`src/hdl/ubx_pkg.sv`:
```
// Shared constants and types for the UBX frame deframer.
// No dependencies.
`timescale 1ns / 1ps
`default_nettype none

package ubx_pkg;

    localparam logic [7:0] SYNC_FIRST  = 8'hB5;
    localparam logic [7:0] SYNC_SECOND = 8'h62;

    typedef enum logic [1:0] {
        EV_DATA = 2'd0,
        EV_GOOD = 2'd1,
        EV_BAD  = 2'd2,
        EV_DROP = 2'd3
    } event_kind_t;

endpackage

`default_nettype wire

```
`src/hdl/ubx_in_if.sv`:
```
// Byte input channel of the UBX deframer: valid/ready plus func and rx_byte.
// No dependencies.
`timescale 1ns / 1ps
`default_nettype none

interface ubx_in_if;
    logic       valid;
    logic       ready;
    logic       func;
    logic [7:0] rx_byte;

    modport source (output valid, output func, output rx_byte, input ready);
    modport sink   (input valid, input func, input rx_byte, output ready);
endinterface

`default_nettype wire

```
`src/hdl/ubx_out_if.sv`:
```
// Event output channel of the UBX deframer: valid/ready plus the event payload.
// Depends on ubx_pkg.
`timescale 1ns / 1ps
`default_nettype none

interface ubx_out_if;
    logic                valid;
    logic                ready;
    ubx_pkg::event_kind_t event_kind;
    logic [7:0]          msg_class;
    logic [7:0]          msg_ident;
    logic [8:0]          msg_length;
    logic [7:0]          data_byte;
    logic [7:0]          byte_index;

    modport source (output valid, output event_kind, output msg_class, output msg_ident,
                    output msg_length, output data_byte, output byte_index, input ready);
    modport sink   (input valid, input event_kind, input msg_class, input msg_ident,
                    input msg_length, input data_byte, input byte_index, output ready);
endinterface

`default_nettype wire

```
`src/hdl/ubx_frame_deframer.sv`:
```
// UBX deframer: sync hunt, header capture, Fletcher-8 check, payload, check-result and oversize-drop events.
// An accepted byte's event is in the output register in the cycle after the byte is accepted.
// Throughput: one byte per cycle; the output register is refilled in the cycle
// it is drained, so a new byte is taken whenever the event side is ready or empty.
// Reset (rst_n, async, active low): hunting for the first sync byte, sums and
// header fields cleared, no event pending. Depends on ubx_pkg, ubx_in_if, ubx_out_if.
`timescale 1ns / 1ps
`default_nettype none

module ubx_frame_deframer #(
    parameter int MAX_PAYLOAD = 256
) (
    input  wire logic clk,
    input  wire logic rst_n,
    ubx_in_if.sink    rx,
    ubx_out_if.source evt
);

    localparam int CNT_W = $clog2(MAX_PAYLOAD + 1);
    localparam logic [15:0] MaxLen = 16'(MAX_PAYLOAD);

    typedef enum logic [3:0] {
        PH_SYNC1   = 4'd0,
        PH_SYNC2   = 4'd1,
        PH_CLASS   = 4'd2,
        PH_IDENT   = 4'd3,
        PH_LEN_LO  = 4'd4,
        PH_LEN_HI  = 4'd5,
        PH_PAYLOAD = 4'd6,
        PH_CK_A    = 4'd7,
        PH_CK_B    = 4'd8
    } phase_t;

    phase_t               phase_reg, phase_next;
    logic [7:0]           class_reg, class_next;
    logic [7:0]           ident_reg, ident_next;
    logic [15:0]          length_reg, length_next;
    logic [CNT_W-1:0]     count_reg, count_next;
    logic [7:0]           sum_a_reg, sum_a_next;
    logic [7:0]           sum_b_reg, sum_b_next;

    logic                 out_valid_reg;
    ubx_pkg::event_kind_t kind_reg;
    logic [7:0]           oclass_reg;
    logic [7:0]           oident_reg;
    logic [8:0]           olength_reg;
    logic [7:0]           odata_reg;
    logic [7:0]           oindex_reg;

    logic                 accept;
    logic                 res_valid;
    ubx_pkg::event_kind_t res_kind;
    logic [8:0]           res_length;
    logic [7:0]           res_data;
    logic [7:0]           res_index;

    logic [7:0]           b;
    logic [7:0]           add_a;
    logic [7:0]           add_b;
    logic [15:0]          len_full;
    logic [CNT_W-1:0]     count_inc;

    assign rx.ready = !out_valid_reg || evt.ready;
    assign accept   = rx.valid && rx.ready;
    assign b        = rx.rx_byte;

    // running Fletcher step for the current byte
    assign add_a     = sum_a_reg + b;
    assign add_b     = sum_b_reg + add_a;
    assign len_full  = {b, length_reg[7:0]};
    assign count_inc = count_reg + 1'b1;

    always_comb
    begin
        phase_next  = phase_reg;
        class_next  = class_reg;
        ident_next  = ident_reg;
        length_next = length_reg;
        count_next  = count_reg;
        sum_a_next  = sum_a_reg;
        sum_b_next  = sum_b_reg;
        res_valid   = 1'b0;
        res_kind    = ubx_pkg::EV_DATA;
        res_length  = length_reg[8:0];
        res_data    = 8'd0;
        res_index   = 8'd0;

        if (accept)
        begin
            if (rx.func)
            begin
                phase_next = PH_SYNC1;
            end
            else
            begin
                unique case (phase_reg)
                    PH_SYNC2:
                    begin
                        phase_next = (b == ubx_pkg::SYNC_SECOND) ? PH_CLASS : PH_SYNC1;
                    end
                    PH_CLASS:
                    begin
                        class_next = b;
                        sum_a_next = b;
                        sum_b_next = b;
                        phase_next = PH_IDENT;
                    end
                    PH_IDENT:
                    begin
                        ident_next = b;
                        sum_a_next = add_a;
                        sum_b_next = add_b;
                        phase_next = PH_LEN_LO;
                    end
                    PH_LEN_LO:
                    begin
                        length_next = {8'd0, b};
                        sum_a_next  = add_a;
                        sum_b_next  = add_b;
                        phase_next  = PH_LEN_HI;
                    end
                    PH_LEN_HI:
                    begin
                        length_next = len_full;
                        sum_a_next  = add_a;
                        sum_b_next  = add_b;
                        if (len_full > MaxLen)
                        begin
                            phase_next = PH_SYNC1;
                            res_valid  = 1'b1;
                            res_kind   = ubx_pkg::EV_DROP;
                            res_length = 9'd0;
                        end
                        else
                        begin
                            count_next = '0;
                            phase_next = (len_full == 16'd0) ? PH_CK_A : PH_PAYLOAD;
                        end
                    end
                    PH_PAYLOAD:
                    begin
                        sum_a_next = add_a;
                        sum_b_next = add_b;
                        count_next = count_inc;
                        if (16'(count_inc) >= length_reg)
                            phase_next = PH_CK_A;
                        res_valid  = 1'b1;
                        res_kind   = ubx_pkg::EV_DATA;
                        res_data   = b;
                        res_index  = 8'(count_reg);
                    end
                    PH_CK_A:
                    begin
                        if (b == sum_a_reg)
                        begin
                            phase_next = PH_CK_B;
                        end
                        else
                        begin
                            phase_next = PH_SYNC1;
                            res_valid  = 1'b1;
                            res_kind   = ubx_pkg::EV_BAD;
                        end
                    end
                    PH_CK_B:
                    begin
                        phase_next = PH_SYNC1;
                        res_valid  = 1'b1;
                        res_kind   = (b == sum_b_reg) ? ubx_pkg::EV_GOOD : ubx_pkg::EV_BAD;
                    end
                    default:
                    begin
                        // first sync hunt, also taken by unused phase codes
                        phase_next = (b == ubx_pkg::SYNC_FIRST) ? PH_SYNC2 : PH_SYNC1;
                    end
                endcase
            end
        end
    end

    always_ff @(posedge clk or negedge rst_n)
    begin
        if (!rst_n)
        begin
            phase_reg     <= PH_SYNC1;
            class_reg     <= 8'd0;
            ident_reg     <= 8'd0;
            length_reg    <= 16'd0;
            count_reg     <= '0;
            sum_a_reg     <= 8'd0;
            sum_b_reg     <= 8'd0;
            out_valid_reg <= 1'b0;
        end
        else
        begin
            phase_reg  <= phase_next;
            class_reg  <= class_next;
            ident_reg  <= ident_next;
            length_reg <= length_next;
            count_reg  <= count_next;
            sum_a_reg  <= sum_a_next;
            sum_b_reg  <= sum_b_next;
            if (accept)
                out_valid_reg <= res_valid;
            else if (evt.ready)
                out_valid_reg <= 1'b0;
        end
    end

    // event payload: class/id taken from the values in force for this byte
    always_ff @(posedge clk)
    begin
        if (accept && res_valid)
        begin
            kind_reg    <= res_kind;
            oclass_reg  <= class_next;
            oident_reg  <= ident_next;
            olength_reg <= res_length;
            odata_reg   <= res_data;
            oindex_reg  <= res_index;
        end
    end

    assign evt.valid      = out_valid_reg;
    assign evt.event_kind = kind_reg;
    assign evt.msg_class  = oclass_reg;
    assign evt.msg_ident  = oident_reg;
    assign evt.msg_length = olength_reg;
    assign evt.data_byte  = odata_reg;
    assign evt.byte_index = oindex_reg;

endmodule

`default_nettype wire
```
`src/flat_wrapper.sv`:
```
// flat-port wrapper written by rule: the top's interface ports become plain ports
module ubx_frame_deframer_flat 
#(
    parameter int MAX_PAYLOAD = 256
)
  (clk, rst_n, rx_valid, rx_func, rx_rx_byte, rx_ready, evt_valid, evt_event_kind, evt_msg_class, evt_msg_ident, evt_msg_length, evt_data_byte, evt_byte_index, evt_ready);
  ubx_in_if rx_i ();
  ubx_out_if evt_i ();
  input  wire logic clk;
  input  wire logic rst_n;
  input wire logic [$bits(rx_i.valid)-1:0] rx_valid;
  input wire logic [$bits(rx_i.func)-1:0] rx_func;
  input wire logic [$bits(rx_i.rx_byte)-1:0] rx_rx_byte;
  output wire logic [$bits(rx_i.ready)-1:0] rx_ready;
  output wire logic [$bits(evt_i.valid)-1:0] evt_valid;
  output wire logic [$bits(evt_i.event_kind)-1:0] evt_event_kind;
  output wire logic [$bits(evt_i.msg_class)-1:0] evt_msg_class;
  output wire logic [$bits(evt_i.msg_ident)-1:0] evt_msg_ident;
  output wire logic [$bits(evt_i.msg_length)-1:0] evt_msg_length;
  output wire logic [$bits(evt_i.data_byte)-1:0] evt_data_byte;
  output wire logic [$bits(evt_i.byte_index)-1:0] evt_byte_index;
  input wire logic [$bits(evt_i.ready)-1:0] evt_ready;
  assign rx_i.valid = rx_valid;
  assign rx_i.func = rx_func;
  assign rx_i.rx_byte = rx_rx_byte;
  assign rx_ready = rx_i.ready;
  assign evt_valid = evt_i.valid;
  assign evt_event_kind = evt_i.event_kind;
  assign evt_msg_class = evt_i.msg_class;
  assign evt_msg_ident = evt_i.msg_ident;
  assign evt_msg_length = evt_i.msg_length;
  assign evt_data_byte = evt_i.data_byte;
  assign evt_byte_index = evt_i.byte_index;
  assign evt_i.ready = evt_ready;
  ubx_frame_deframer #(.MAX_PAYLOAD(MAX_PAYLOAD)) u_core (.clk(clk), .rst_n(rst_n), .rx(rx_i), .evt(evt_i));
endmodule
```
`config.mk`:
```
export PLATFORM = sky130hd
export DESIGN_NAME = ubx_frame_deframer_flat
export DESIGN_NICKNAME = d
export VERILOG_FILES = /design/src/hdl/ubx_pkg.sv /design/src/hdl/ubx_in_if.sv /design/src/hdl/ubx_out_if.sv /design/src/hdl/ubx_frame_deframer.sv /design/src/flat_wrapper.sv
export SDC_FILE = /design/constraint.sdc
export NUM_CORES = 1
export LEC_CHECK = 0
export ABC_AREA = 1
export ABC_CLOCK_PERIOD_IN_PS = 6560
export BUFFER_PORTS_ARGS = -buffer_cell sky130_fd_sc_hd__buf_2
export CORE_MARGIN = 1.5
export CORE_UTILIZATION = 40
export DETAILED_ROUTE_END_ITERATION = 10
export PLACE_DENSITY = 0.58
export SETUP_SLACK_MARGIN = 0.1
export SYNTH_ARGS = -nofsm -noshare
export SYNTH_HDL_FRONTEND = slang
export SYNTH_SLANG_ARGS = --single-unit
```
`constraint.sdc`:
```
create_clock -name clk -period 6.56 [get_ports clk]
set_input_delay 1.312 -clock clk [delete_from_list [all_inputs] [get_ports clk]]
set_output_delay 1.312 -clock clk [all_outputs]
set_load 0.005 [all_outputs]
```
==> impl_metrics.json, run 1 <==
{
  "p_leak_nw": 2.951,
  "gp_congestion": 0.9412,
  "antenna_found_initial": 0,
  "ant_nets": 0,
  "area_growth_pct": 13.98,
  "fin_nets": 675,
  "htreeDepth": 3,
  "fin_skew_ns": 0.007627,
  "n_antenna_cell": 0,
  "timing.setup.tns_ns": 0,
  "power.density_mw_per_mm2": 259.5,
  "cp-startpoint": "rx_rx_byte[0]",
  "cts_tree": "done",
  "synth_top_cell_area_share_pct": 28.88,
  "post_drt_via_cell_ratio": 4.964,
  "vias": 4051,
  "rows": 42,
  "dieArea_mm2": 0.01413,
  "post-dp-hpwl_um": 8549,
  "cts.repair.resized": 0,
  "finalNonFillerCells": 816,
  "worstSetupEndpointType": "flop",
  "synth.most_common_cell": "nand2_1",
  "drv_slew": 0,
  "clockBufferDepth": 2,
  "die_w_um": 118.9,
  "io_pins": 58,
  "synthFlopType": "dfrtp_1",
  "start_util_pct": 40.72,
  "syn_area_per_cell_um2": 9.342,
  "ys_seq_area_share_pct": 52.92,
  "critPathKind": "input pin to flop",
  "postCtsHoldBufs": 0,
  "hp-start": "u_core.class_reg[4]",
  "die_height_um": 118.9,
  "final.min_clock_period_ns": 3.477,
  "worstPathCellList": "buf_2, ha_1, fa_1, a31o_2, or2_2, nand2_1, inv_1, ha_1, nand2_1, nand2_1, a21oi_1, or2_2, nand3_1, a21oi_1",
  "critPathTopFamily": "adder cells",
  "largest_register_ff_count": 16,
  "cap_violations": 0,
  "crit_arrival_ns": 3.72,
  "hold_violations": 0,
  "drive_gt1_share_pct": 17.19,
  "grt_pass1_wl_um": 19330,
  "cp.depth": 14,
  "grt_util_all_layers_pct": 17.59,
  "vdd_ir_drop_max_v": 0.0001062,
  "io_buffers": 57,
  "slowest_stage": "fa_1",
  "power_mw": 1.588,
  "hp-class": "flop to flop",
  "synth_common_cells": "nand2_1, inv_1, nor2_1",
  "synthCells": 575,
  "critPathMaxStageDelay_ns": 0.44,
  "worstSetupStartpointType": "input pin",
  "rr_startpoint": "u_core.phase_reg[0]",
  "synth_top_cells_by_area": "dfrtp_1, edfxtp_1, nand2_1",
  "clock_latency_ns": 0.35,
  "cts_sinks": 105,
  "required_ns": 6.81,
  "cts_setup_buffers": 0,
  "worst_pin_slew_ns": 1.210,
  "core_mm2": 0.01319,
  "slew-limit-headroom_pct": 19.12,
  "yosysWarnings": 0,
  "synth_seq_cells": 105,
  "r2r_cells": 8,
  "synth-edff-count": 43,
  "dp.cells": 800,
  "clock.fmax_ghz": 0.2876,
  "drt_iter0_drc": 243,
  "whs_path_depth": 2,
  "critPathBufInv": 2,
  "status": "finished clean",
  "grt_overflow": 0,
  "post-route-drc-count": 0,
  "final_util_pct": 46.41,
  "cp_max_fo": 7,
  "synth.net_count": 615,
  "ys_types": 38,
  "cts_buffers": 9,
  "rsz0062_at_grt": "false",
  "avgRoutedWirePerCell_um": 14.47,
  "grt_pass1_vias": 3907,
  "synth_area_mm2": 0.005371,
  "async_flop_share_pct": 59.05,
  "clk_pin_slew_ns": 0.07,
  "drt-pass1-iter-count": 4,
  "wirelength_um": 11810,
  "grt_max_degree": 63,
  "setup_viol": 0,
  "cts_root_buf": "clkbuf_16",
  "synth_top_area_cell": "dfrtp_1",
  "cpMostUsedCell": "nand2_1",
  "post-route-period-util_pct": 53.00,
  "fillers": 1271
}
[stage by stage]
stage	setup slack, ns	area [µm²]	hold WS (ns)
after detailed placement	2.736	5824	0.4798
after global routing	2.884	6122	0.5484
final	3.083	6122	0.5007
after CTS	3.107	6122	0.5015
after global placement	2.797	5824	0.4828
after floorplan	2.222	5371	0.4546
[per-layer routing]
metal	wire length, µm	global-route usage, %
met5	0	0
met4	224	7.304
met3	342	2.730
met2	5661	29.03
met1	5582	23.22
[cells by family (layout without fill, tap and decap cells)]
family          count (synthesis)  count (layout)  synth area share [%]
simple gates                  251             251                 21.59
compound gates                 85              85                 8.945
buf+inv                        87             152                 6.708
fa+ha+maj                      27              27                 6.569
flops                         105             105                 52.92
xor+xnor                       20              20                 3.261
[layout make-up]
type | instances | area, µm² | area share (%)
flip-flops and latches | 105 | 2843 | 46.43
multi-input cells | 383 | 2176 | 35.54
repair buffers | 58 | 292.8 | 4.782
inverters | 78 | 292.8 | 4.782
clock buffers | 10 | 239.0 | 3.904
well taps | 176 | 220.2 | 3.597
clock inverters | 6 | 58.81 | 0.9606
[path summary, 6_finish.rpt]
path | to | slack, ns
max | u_core.sum_b_reg[6] | 3.08
min | u_core.class_reg[4] | 0.50
max reg2reg | u_core.evt.msg_class[7] | 3.60
min reg2reg | u_core.class_reg[4] | 0.50
max in group asynchronous | u_core.length_reg[2] | 4.90
min in group asynchronous | u_core.sum_b_reg[2] | 1.11
[worst register-to-register path: cells and delay by family (launching register included)]
family | cells | cell delay [ns]
buffers and inverters | 2 | 0.31
flip-flops | 1 | 0.53
AND/OR/NAND/NOR | 6 | 1.71
[placed cells by master (no fill, tap or decap), types with 3 or more instances in the layout]
cell / n
nor3_1: 7
edfxtp_1: 43
xnor2_1: 7
inv_2: 8
ha_1: 25
inv_1: 70
nand2_1: 97
nor2_1: 68
inv_6: 3
or2_2: 5
dfrtp_1: 62
nor2_4: 7
buf_2: 57
clkbuf_16: 9
xor2_1: 13
nand3_1: 37
nand2_2: 5
nand2_4: 4
nand4_1: 12
a31oi_1: 6
o21ai_0: 26
a21oi_1: 26
o22ai_1: 13
o21ai_1: 8
[where the power goes]
part / switching (mW) / internal, mW / total [mW] / leakage, nW
clock network: 0.259 / 0.276 / 0.536 / 0.143
registers: 0.0251 / 0.722 / 0.747 / 1.19
logic: 0.188 / 0.118 / 0.306 / 1.62
Power figures use the tool's default switching activity.
==> run 2, diff against run 1 <==
Settings changed: ABC_CLOCK_PERIOD_IN_PS 6560 to 2990, PLACE_DENSITY 0.58 to 0.6.
Clock period 6.56 ns to 2.99 ns, I/O delays scaled along.
==> run 2 against run 1 <==
Compared with the run above:
- count of clock-buffer cells in the layout did not move
- utilization rose by 1.5 points
- register-to-register slack got worse by 3.3 ns
- cell count up 2.7%
- routed wire length rose by 0.17%
- via count up 0.67%
- power rose by 130%
- final area rose by 3.3%
- non-clock buffer count grew 22
- combinational power rose by 130%
- largest cell class unchanged
- highest routed layer unchanged
==> impl_metrics.json, run 2 (synthesis gave the netlist of run 1 again) <==
{
  "area.sequential_mm2": 0.002844,
  "p_leak_nw": 3.073,
  "fillers": 1247,
  "cts_root_buf": "clkbuf_16",
  "cpMostUsedCell": "nand2_1",
  "pre_cts_slack_ns": -0.02443,
  "final_area_mm2": 0.006326,
  "hold_violations": 0,
  "met1_length_um": 5519,
  "grt_pass1_vias": 3997,
  "wl_met2_um": 5811,
  "final.min_clock_period_ns": 2.660,
  "postCtsHoldBufs": 0,
  "cts_tree": "done",
  "final_util_pct": 47.96,
  "rsz0062_at_grt": "false",
  "cts_sinks": 105,
  "post-route-period-util_pct": 88.97,
  "clk_pin_slew_ns": 0.07,
  "die_w_um": 118.9,
  "io_pins": 58,
  "worstSetupEndpointType": "flop",
  "drv_slew": 0,
  "cts_buffers": 9,
  "critPathMaxStageDelay_ns": 0.40,
  "antenna_found_initial": 0,
  "setup_viol": 0,
  "grt_max_degree": 63,
  "die_height_um": 118.9,
  "io_buffers": 57,
  "clock_latency_ns": 0.35,
  "fin_nets": 697,
  "start_util_pct": 40.72,
  "post-dp-hpwl_um": 8654,
  "drt-pass1-iter-count": 5,
  "critPathBufInv": 1,
  "vias": 4078,
  "fin_skew_ns": 0.007950,
  "top_layer": "met4",
  "slowest_stage": "fa_1",
  "area_growth_pct": 17.77,
  "dieArea_mm2": 0.01413,
  "drt_iter0_drc": 234,
  "worstPathCellList": "ha_1, fa_1, a31o_2, or2_2, nand2_1, inv_1, ha_1, nand2_1, nand2_1, a21oi_1, or2_2, nand3_1, a21oi_1",
  "cts.repair.resized": 0,
  "n_antenna_cell": 0,
  "power_mw": 3.633,
  "status": "finished clean",
  "slew-limit-headroom_pct": 20.96,
  "clock.fmax_ghz": 0.3759,
  "timing.final.ws_setup_ns": 0.3297,
  "required_ns": 3.23,
  "rows": 42,
  "multi_input_area_mm2": 0.002186,
  "grt_overflow": 0,
  "drive_gt1_share_pct": 20.24,
  "cts_setup_buffers": 0,
  "final_common_cell": "nand2_1",
  "r2r_slack_ns": 0.33,
  "core_mm2": 0.01319,
  "most-common-layout-cells": "nand2_1, inv_1, nor2_1",
  "crit_arrival_ns": 2.90,
  "cp_max_fo": 5,
  "grt_util_all_layers_pct": 17.67,
  "cap_violations": 0,
  "gp_congestion": 0.8945,
  "worst_pin_slew_ns": 1.183,
  "vdd_ir_drop_max_v": 0.0002616,
  "power.density_mw_per_mm2": 574.2,
  "wirelength_um": 11830,
  "post-route-drc-count": 0,
  "worstSetupStartpointType": "flop",
  "placed_cell_area_mm2": 0.005989,
  "hp-class": "input pin to asynchronous set/reset pin",
  "critPathKind": "flop to flop",
  "clockBufferDepth": 2,
  "avgRoutedWirePerCell_um": 14.12,
  "critPathTopFamily": "adder cells",
  "largest_register_ff_count": 16,
  "ant_nets": 0,
  "htreeDepth": 3,
  "post_drt_via_cell_ratio": 4.866,
  "grt_pass1_wl_um": 19590,
  "met3_length_um": 381
}
==> run 2: final timing paths <==
path                                startpoint                  end  depth (start not counted)
setup / recovery           u_core.sum_a_reg[0]  u_core.sum_b_reg[6]                         13
hold / removal                           rst_n  u_core.ident_reg[5]                          2
setup reg to reg           u_core.sum_a_reg[0]  u_core.sum_b_reg[6]                         13
hold reg to reg            u_core.class_reg[4]  u_core.class_reg[4]                          2
max in group asynchronous                rst_n  u_core.count_reg[0]                          2
min in group clk           u_core.class_reg[4]  u_core.class_reg[4]                          2
==> run 2: worst reg2reg max path: cells and delay by family (launching register included) <==
family / cells / cell delay, ns
fa+ha+maj: 3 / 0.94
flops: 1 / 0.39
simple gates: 6 / 0.83
compound gates: 3 / 0.34
buf+inv: 1 / 0.04
==> run 2: routing by layer <==
metal / GRT usage, % / up-vias
met3: 3.640 / 10
met2: 29.76 / 77
met1: 22.89 / 1915
met4: 5.723 / 0
met5: 0 / -
li1: - / 2076
==> run 2: report_power, final <==
part	leakage, nW	switching [mW]	total, mW	internal, mW
clock	0.156	0.540	1.29	0.746
sequential	1.19	0.0531	1.64	1.58
combinational	1.73	0.419	0.708	0.290
==> run 2: stage by stage <==
stage	TNS (ns)	hold slack (ns)	cells
final	0	0.4177	838
after global routing	0	0.4848	838
after CTS	0	0.4462	838
after detailed placement	-0.02443	0.4816	822
after global placement	0	0.4703	822
after floorplan	0	0.3024	575
==> run 2: layout make-up <==
| cell class | count | share of cell area (%) |
|---|---|---|
| clock buffers | 10 | 3.619 |
| clock inverters | 6 | 1.523 |
| inverters | 78 | 4.628 |
| multi-input cells | 383 | 34.55 |
| flip-flops and latches | 105 | 44.96 |
| well taps | 176 | 3.481 |
| repair buffers | 80 | 7.239 |
